===== src/sv/arcade_bus_address_decoder_core_defines.svh =====
// Assertion macros shared by the bus address decoder modules.
`ifndef ARCADE_BUS_ADDRESS_DECODER_CORE_DEFINES_SVH
`define ARCADE_BUS_ADDRESS_DECODER_CORE_DEFINES_SVH

// The consequent must hold in the same cycle as the antecedent.
`define ABD_ASSERT_NOW(name, ante, cons, msg) \
    name: assert property (@(posedge clk) disable iff (!rst_n) (ante) |-> (cons)) \
        else $error(msg);

// The consequent must hold in the cycle after the antecedent.
`define ABD_ASSERT_NEXT(name, ante, cons, msg) \
    name: assert property (@(posedge clk) disable iff (!rst_n) (ante) |=> (cons)) \
        else $error(msg);

`endif


===== src/sv/abd_pkg.sv =====
// Package with types, constants and address map of the bus address decoder.
`default_nettype none

package abd_pkg;

    // Bus operation codes.
    localparam logic [1:0] OP_READ  = 2'd0;
    localparam logic [1:0] OP_WRITE = 2'd1;
    localparam logic [1:0] OP_FETCH = 2'd2;

    // Configuration register indexes.
    localparam logic CFG_DIP_ONE = 1'b0;
    localparam logic CFG_DIP_TWO = 1'b1;

    // Shared byte store geometry.
    localparam int STORE_DEPTH = 5120;
    localparam int STORE_IDX_W = $clog2(STORE_DEPTH);
    localparam logic [STORE_IDX_W-1:0] STORE_LAST = STORE_IDX_W'(STORE_DEPTH - 1);

    // Offsets of the video and object RAM windows inside the store.
    localparam logic [STORE_IDX_W-1:0] VRAM_OFFSET = STORE_IDX_W'(12'h800);
    localparam logic [STORE_IDX_W-1:0] ORAM_OFFSET = STORE_IDX_W'(12'hC00);

    // Started flag trigger.
    localparam logic [14:0] STARTED_ADDR      = 15'h5320;
    localparam logic [7:0]  START_IGNORE_DATA = 8'h10;
    localparam logic [7:0]  FETCH_FILL        = 8'hFF;

    // Clearing sequencer states of the store.
    typedef enum logic {
        CLR_SWEEP,
        CLR_RUN
    } clr_state_t;

    // One bus access as it enters the block.
    typedef struct packed {
        logic [1:0]  operation;
        logic [15:0] bus_address;
        logic [7:0]  write_data;
        logic        coin_button;
        logic        left_button;
        logic        right_button;
        logic        fire_button;
        logic        start_button;
    } item_t;

    // One result word.
    typedef struct packed {
        logic [7:0]  read_data;
        logic        rom_access;
        logic [13:0] rom_address;
        logic        run_started;
        logic        nmi_enable;
        logic        stars_enable;
        logic [7:0]  vco_pitch;
        logic [3:0]  lfo_bits;
        logic [7:0]  sound_controls;
    } result_t;

    // Region hits of one masked address.
    typedef struct packed {
        logic                   rom_hit;
        logic                   ram_hit;
        logic [STORE_IDX_W-1:0] ram_index;
        logic                   port_one_hit;
        logic                   port_two_hit;
        logic                   port_three_hit;
        logic                   lfo_hit;
        logic                   control_hit;
        logic                   nmi_hit;
        logic                   star_hit;
        logic                   pitch_hit;
        logic                   start_hit;
    } decode_t;

endpackage

`default_nettype wire


===== src/sv/abd_decode.sv =====
// Address decoder: maps a masked CPU address onto regions and store indexes.
`default_nettype none

module abd_decode (
    input  wire logic [14:0]    addr,
    input  wire logic [7:0]     data,
    output abd_pkg::decode_t    dec
);
    import abd_pkg::*;

    logic win_work;
    logic win_video;
    logic win_object;

    // RAM windows.
    assign win_work   = (addr[14:11] == 4'b1000);
    assign win_video  = (addr[14:10] == 5'b10100);
    assign win_object = (addr[14:11] == 4'b1011);

    always_comb
    begin
        dec = '0;
        dec.rom_hit    = ~addr[14];
        dec.ram_hit    = win_work | win_video | win_object;
        if (win_work)
        begin
            dec.ram_index = {2'b00, addr[10:0]};
        end
        else if (win_video)
        begin
            dec.ram_index = VRAM_OFFSET + {3'b000, addr[9:0]};
        end
        else
        begin
            dec.ram_index = ORAM_OFFSET + {2'b00, addr[10:0]};
        end

        // Input ports, each mirrored over 2 KiB.
        dec.port_one_hit   = (addr[14:11] == 4'b1100);
        dec.port_two_hit   = (addr[14:11] == 4'b1101);
        dec.port_three_hit = (addr[14:11] == 4'b1110);

        // Write latches.
        dec.lfo_hit     = (addr[14:3] == 12'h C00) & addr[2];
        dec.control_hit = (addr[14:3] == 12'hD00);
        dec.nmi_hit     = (addr[14:3] == 12'hE00) & (addr[2:0] == 3'd1);
        dec.star_hit    = (addr[14:3] == 12'hE00) & (addr[2:0] == 3'd4);
        dec.pitch_hit   = (addr[14:11] == 4'b1111);
        dec.start_hit   = (addr == STARTED_ADDR) & (data != START_IGNORE_DATA);
    end

endmodule

`default_nettype wire


===== config.mk =====
export PLATFORM = sky130hd
export DESIGN_NAME = abd_decode
export DESIGN_NICKNAME = d
export VERILOG_FILES = /design/src/sv/arcade_bus_address_decoder_core_defines.svh /design/src/sv/abd_pkg.sv /design/src/sv/abd_decode.sv
export SDC_FILE = /design/constraint.sdc
export NUM_CORES = 1
export LEC_CHECK = 0
export ABC_CLOCK_PERIOD_IN_PS = 1500
export BUFFER_PORTS_ARGS = -buffer_cell sky130_fd_sc_hd__buf_4
export CAP_MARGIN = 20
export CORE_AREA = 2 2 39 41
export DETAILED_ROUTE_END_ITERATION = 10
export DIE_AREA = 0 0 41 43
export MAX_ROUTING_LAYER = met4
export PLACE_DENSITY_LB_ADDON = 0.05
export SLEW_MARGIN = 0
export SYNTH_ARGS = -nofsm -noshare
export SYNTH_HDL_FRONTEND = slang
export SYNTH_SLANG_ARGS = --single-unit

===== constraint.sdc =====
create_clock -name vclk -period 1.5
set_clock_uncertainty 0.05 [all_clocks]
set_input_delay 0.15 -clock vclk [all_inputs]
set_output_delay 0.15 -clock vclk [all_outputs]
set_load 0.05 [all_outputs]

==> results.sh, run 1 <==
export IMPL_tightestPinTransition_ns=0.296
export IMPL_initial_antenna_violation_count=0
export IMPL_n_sequential_cell=0
export IMPL_drcViolationCount=0
export IMPL_count_of_cell_types_in_the_netlist=23
export IMPL_fraction_of_layout_instances_using_a_drive_strength_above_1_pct=71.8
export IMPL_post_place_ws_ns=0.0708
export IMPL_numnets_final=110
export IMPL_routed_wire_length_per_instance_um=11.2
export IMPL_cpLargestDelayFamily="simple AND/OR/NAND/NOR gates"
export IMPL_syn_nets=70
export IMPL_port_buffers=47
export IMPL_grt_first_pass_wirelength_um=1740
export IMPL_drt_pass1_iter_count=4
export IMPL_worst_setup_path_end_kind="primary output"
export IMPL_achievable_frequency_mhz=699
export IMPL_post_cts_setup_buffer_count=0
export IMPL_cpPeakStageDelay_ns=0.34
export IMPL_cpMostUsedCell="buf_4"
export IMPL_drt_initial_drc_count=6
export IMPL_final_instance_count_excl_fill=101
export IMPL_finalSetupViolations=0
export IMPL_worst_slew_margin_rel_pct=80.2
export IMPL_hold_violations=0
export IMPL_n_diodes=0
export IMPL_yosys_warnings=0
export IMPL_cp_start_kind="input pin"
export IMPL_die_area_um2=1760
export IMPL_detail_route_vias_per_cell=4.61
export IMPL_syn2layout_area_growth_pct=115
export IMPL_internal_power_w=0.0000868
export IMPL_synthDominantAreaCellType="buf_4"
export IMPL_clkbuf_count=0
export IMPL_seq_power_share_pct=0
export IMPL_pin_count_of_the_biggest_net_entering_global_routing=11
export IMPL_hp_class="in -> out"
export IMPL_die_width_um=41
export IMPL_setup_worst_path_class="in -> out"
export IMPL_finalPower_w=0.000228
export IMPL_worstPathMaxFanout=6
export IMPL_layout_min_cycle_time_ns=1.43
export IMPL_final_setup_worst_slack_ns=0.0696
export IMPL_buffers_and_inverters_on_the_worst_path=2
export IMPL_timing_critical_path_arrival_ns=1.23
export IMPL_core_area_um2=1380
export IMPL_multiInputGateArea_um2=256
export IMPL_sequential_share_of_the_synthesized_area_pct=0
export IMPL_total_net_switching_power_w=0.000141
export IMPL_floorplan_initialDensity_pct=22.2
export IMPL_finalWeightedCongestion=0.616
export IMPL_drv_cap=0
export IMPL_via_count=466
export IMPL_clock_power_share_pct=0
export IMPL_number_of_global_route_vias_before_repair=417
export IMPL_cts_hold_buf=0
export IMPL_place_detailed_hpwl_um=970
export IMPL_number_of_cell_rows=14
export IMPL_ant_nets=0
export IMPL_yosys_top_cells_area="buf_4 24%, nor2_1 8.6%, nor3_1 6.5%"
export IMPL_power_density_nw_per_um2=346
export IMPL_power_leakage_nw=0.307
export IMPL_worst_ep_required_time_ns=1.30
export IMPL_power_frac_comb_pct=100.0
export IMPL_yosys_cell_count_top_type="buf_4"
export IMPL_design_portCount=47
export IMPL_critPathSlowestCell="nor4b_2"
export IMPL_average_cell_area_after_synthesis_um2=6.52
export IMPL_groute_usage_overall_pct=13.5
export IMPL_final_min_period_over_clock_period_pct=95.4
export IMPL_switching_share_pct=62.0
export IMPL_die_h_um=43
export IMPL_cts_resized=0
export IMPL_synth_top_cell_area_share_pct=24.5
export IMPL_drt_total_wl_um=1130
export IMPL_final_max_slew_violation_count=0
export IMPL_fin_util_pct=47.6
export IMPL_cell_area_after_technology_mapping_um2=307
export IMPL_grt_overflow_total=0
export IMPL_crit_path_cell_trace="buf_4, nor4b_2, nand4_1, a211oi_4, buf_4"
export IMPL_vdd_drop_max_v=0.000133
export IMPL_most_frequent_cells_after_synthesis="10 x buf_4, 7 x nor2_1, 4 x nor3_1"
export IMPL_fillerInstances=156
export IMPL_regArea_um2=0
export IMPL_dpl_cell_count=101
export IMPL_outcome="completed"
export IMPL_post_synth_inst_count=47
through the flow:
| step | instance area (um2) | hold WS (ns) | TNS (ns) |
|---|---|---|---|
| 6_report | 659 | 0.516 | 0 |
| 3_5_place_dp | 654 | 0.517 | 0 |
| 3_3_place_gp | 654 | 0.514 | 0 |
| 2_1_floorplan | 344 | 0.355 | -0.669 |
| 5_1_grt | 659 | 0.526 | -0.0143 |
| 4_1_cts | 654 | 0.517 | 0 |
worst paths after layout:
kind	from	depth (start not counted)	end
worst min-delay path	addr[7]	2	dec[16]
worst max-delay path	addr[11]	5	dec[0]
metal layers:
layer,vias to the layer above,global-route usage (%),share of wire [%]
li1,237,-,-
met5,-,-,0
met1,201,17.8,39
met2,26,22.8,50
met4,0,1.33,1.1
met3,2,0.524,10
power groups by stage:
stage | Combinational [W] | Clock, W | Sequential, W
after floorplan | 0.000147 | 0 | 0
after global placement | 0.000229 | 0 | 0
after detailed placement | 0.000229 | 0 | 0
after CTS | 0.000229 | 0 | 0
after global routing | 0.000242 | 0 | 0
final | 0.000228 | 0 | 0
cell type report:
class	instances	share of cell area [%]
well taps	16	3.04
multi-input cells	33	38.9
repair buffers	50	56.9
inverters	2	1.14
kinds of logic after synthesis:
logic type / synth area share [%]
AOI/OAI and AO/OA: 6.94
buffers and inverters: 30.2
and+or+nand+nor: 62.9
cells in the final DEF, fill, tap and decap left out, types with 2 or more instances in the layout:
master / netlist / routed
nand4_1: 2 / 2
nor3b_1: 2 / 2
nand2_1: 2 / 2
nor2_1: 7 / 6
nor3_2: 1 / 3
buf_4: 10 / 50
nor3_1: 4 / 2
Note: power is estimated with default switching activity, not from simulation.
==> run 2: changes to the inputs <==
--- a/config.mk
+++ b/config.mk
@@ -5,9 +5,9 @@
 export SDC_FILE = /design/constraint.sdc
 export NUM_CORES = 1
 export LEC_CHECK = 0
+export ABC_AREA = 1
 export ABC_CLOCK_PERIOD_IN_PS = 1500
 export BUFFER_PORTS_ARGS = -buffer_cell sky130_fd_sc_hd__buf_4
-export CAP_MARGIN = 20
 export CORE_AREA = 2 2 39 41
 export DETAILED_ROUTE_END_ITERATION = 10
 export DIE_AREA = 0 0 41 43
==> results.sh, run 2 <==
export IMPL_outcome="completed"
export IMPL_drcViolationCount=0
export IMPL_buffers_and_inverters_on_the_worst_path=3
export IMPL_achievable_frequency_mhz=863
export IMPL_hp_class="in -> out"
export IMPL_cts_hold_buf=0
export IMPL_number_of_cell_rows=14
export IMPL_count_of_cell_types_in_the_netlist=14
export IMPL_post_synth_inst_count=70
export IMPL_worstPathMaxFanout=2
export IMPL_ant_nets=0
export IMPL_grt_overflow_total=0
export IMPL_power_density_nw_per_um2=352
export IMPL_die_h_um=43
export IMPL_n_sequential_cell=0
export IMPL_final_max_slew_violation_count=0
export IMPL_clkbuf_count=0
export IMPL_core_area_um2=1380
export IMPL_most_frequent_cells_in_the_layout="47 x buf_4, 22 x nor2_1, 13 x nand2_1"
export IMPL_drt_pass1_iter_count=4
export IMPL_synth_top_cell_area_share_pct=25.6
export IMPL_pin_count_of_the_biggest_net_entering_global_routing=6
export IMPL_yosys_cell_count_top_type="nor2_1"
export IMPL_setup_worst_path_class="in -> out"
export IMPL_cell_depth_of_the_worst_hold_path=2
export IMPL_rsz0062_at_grt="no"
export IMPL_via_count=496
export IMPL_critPathSlowestCell="buf_4"
export IMPL_die_width_um=41
export IMPL_tightestPinTransition_ns=0.176
export IMPL_numnets_final=132
export IMPL_yosys_top_cells_area="nor2_1 26%, buf_4 22%, nand2_1 14%"
export IMPL_synthDominantAreaCellType="nor2_1"
export IMPL_floorplan_initialDensity_pct=24.4
export IMPL_average_cell_area_after_synthesis_um2=4.83
export IMPL_drt_initial_drc_count=6
export IMPL_worst_slew_margin_rel_pct=88.2
export IMPL_timing_hold_worst_start="addr[3]"
export IMPL_crit_path_cell_trace="buf_4, nor2_1, nand2_1, nor2_2, inv_1, nor2_1, buf_4"
export IMPL_cell_area_after_technology_mapping_um2=338
export IMPL_finalPower_w=0.000226
export IMPL_detail_route_vias_per_cell=4.03
export IMPL_port_buffers=47
export IMPL_drt_total_wl_um=981
export IMPL_yosys_warnings=0
export IMPL_initial_antenna_violation_count=0
export IMPL_syn2layout_area_growth_pct=90.4
export IMPL_grt_first_pass_wirelength_um=1410
export IMPL_timing_critical_path_arrival_ns=0.96
export IMPL_n_diodes=0
export IMPL_vdd_drop_max_v=0.000169
export IMPL_final_min_period_over_clock_period_pct=77.2
export IMPL_final_area_um2=643
export IMPL_finalWeightedCongestion=0.666
export IMPL_die_area_um2=1760
export IMPL_cp_start_kind="input pin"
export IMPL_placement_cell_area_um2=643
export IMPL_worst_ep_required_time_ns=1.30
export IMPL_power_leakage_nw=0.367
export IMPL_layout_cells_most_common="buf_4"
export IMPL_design_portCount=47
export IMPL_regArea_um2=0
export IMPL_cts_resized=0
export IMPL_routed_wire_length_per_instance_um=7.98
export IMPL_syn_nets=93
export IMPL_number_of_global_route_vias_before_repair=391
export IMPL_drv_cap=0
export IMPL_cpPeakStageDelay_ns=0.20
export IMPL_finalSetupViolations=0
export IMPL_worst_setup_path_end_kind="primary output"
export IMPL_post_cts_setup_buffer_count=0
export IMPL_layout_min_cycle_time_ns=1.16
export IMPL_fin_util_pct=46.5
export IMPL_cpLargestDelayFamily="simple AND/OR/NAND/NOR gates"
export IMPL_groute_usage_overall_pct=10.7
export IMPL_place_detailed_hpwl_um=876
export IMPL_hold_violations=0
export IMPL_sequential_share_of_the_synthesized_area_pct=0
export IMPL_min_delay_worst_endpoint="dec[12]"
export IMPL_most_frequent_cells_after_synthesis="23 x nor2_1, 13 x nand2_1, 10 x buf_4, 10 x inv_1, 3 x nand2_2"
export IMPL_fraction_of_layout_instances_using_a_drive_strength_above_1_pct=53.3
[run 2: layout make-up]
cell class,instances,area [um2]
well taps,16,20.0
multi-input cells,48,225
inverters,12,45.0
repair buffers,47,353
fillers,158,741
[run 2: where the power goes]
part | internal, W | switching [W] | total [W] | leakage (nW)
Combinational | 0.0000838 | 0.000142 | 0.000226 | 0.367
Sequential | 0 | 0 | 0 | 0
Clock | 0 | 0 | 0 | 0
Total | 0.0000838 | 0.000142 | 0.000226 | 0.367
[run 2: metrics by stage]
step / cells / setup slack, ns / TNS (ns) / hold WS, ns
2_1_floorplan: 70 / -0.147 / -0.329 / 0.318
3_3_place_gp: 123 / 0.321 / 0 / 0.515
3_5_place_dp: 123 / 0.324 / 0 / 0.516
4_1_cts: 123 / 0.317 / 0 / 0.516
5_1_grt: 123 / 0.225 / 0 / 0.524
6_report: 123 / 0.341 / 0 / 0.515
[run 2: how the worst max path moves through the flow]
stage	from	endpoint	slack [ns]	depth (start not counted)
after CTS	addr[4]	dec[4]	0.32	7
after detailed placement	addr[4]	dec[4]	0.32	7
after floorplan	addr[12]	dec[2]	-0.15	4
after global placement	addr[12]	dec[19]	0.32	7
final	addr[4]	dec[4]	0.34	7
after global routing	addr[13]	dec[19]	0.22	7
[run 2: logic make-up after synthesis]
kind of cell | share of synthesized area, %
and+or+nand+nor | 59.3
buffers and inverters | 35.6
AOI/OAI and AO/OA | 5.18
[run 2: metal layers]
layer  up-vias  global-route usage (%)  share of wire (%)
met5         -                       -                  0
met4         0                       0                  0
met3         0                       0                 13
met2        26                    19.4                 48
met1       200                    13.3                 39
li1        270                       -                  -
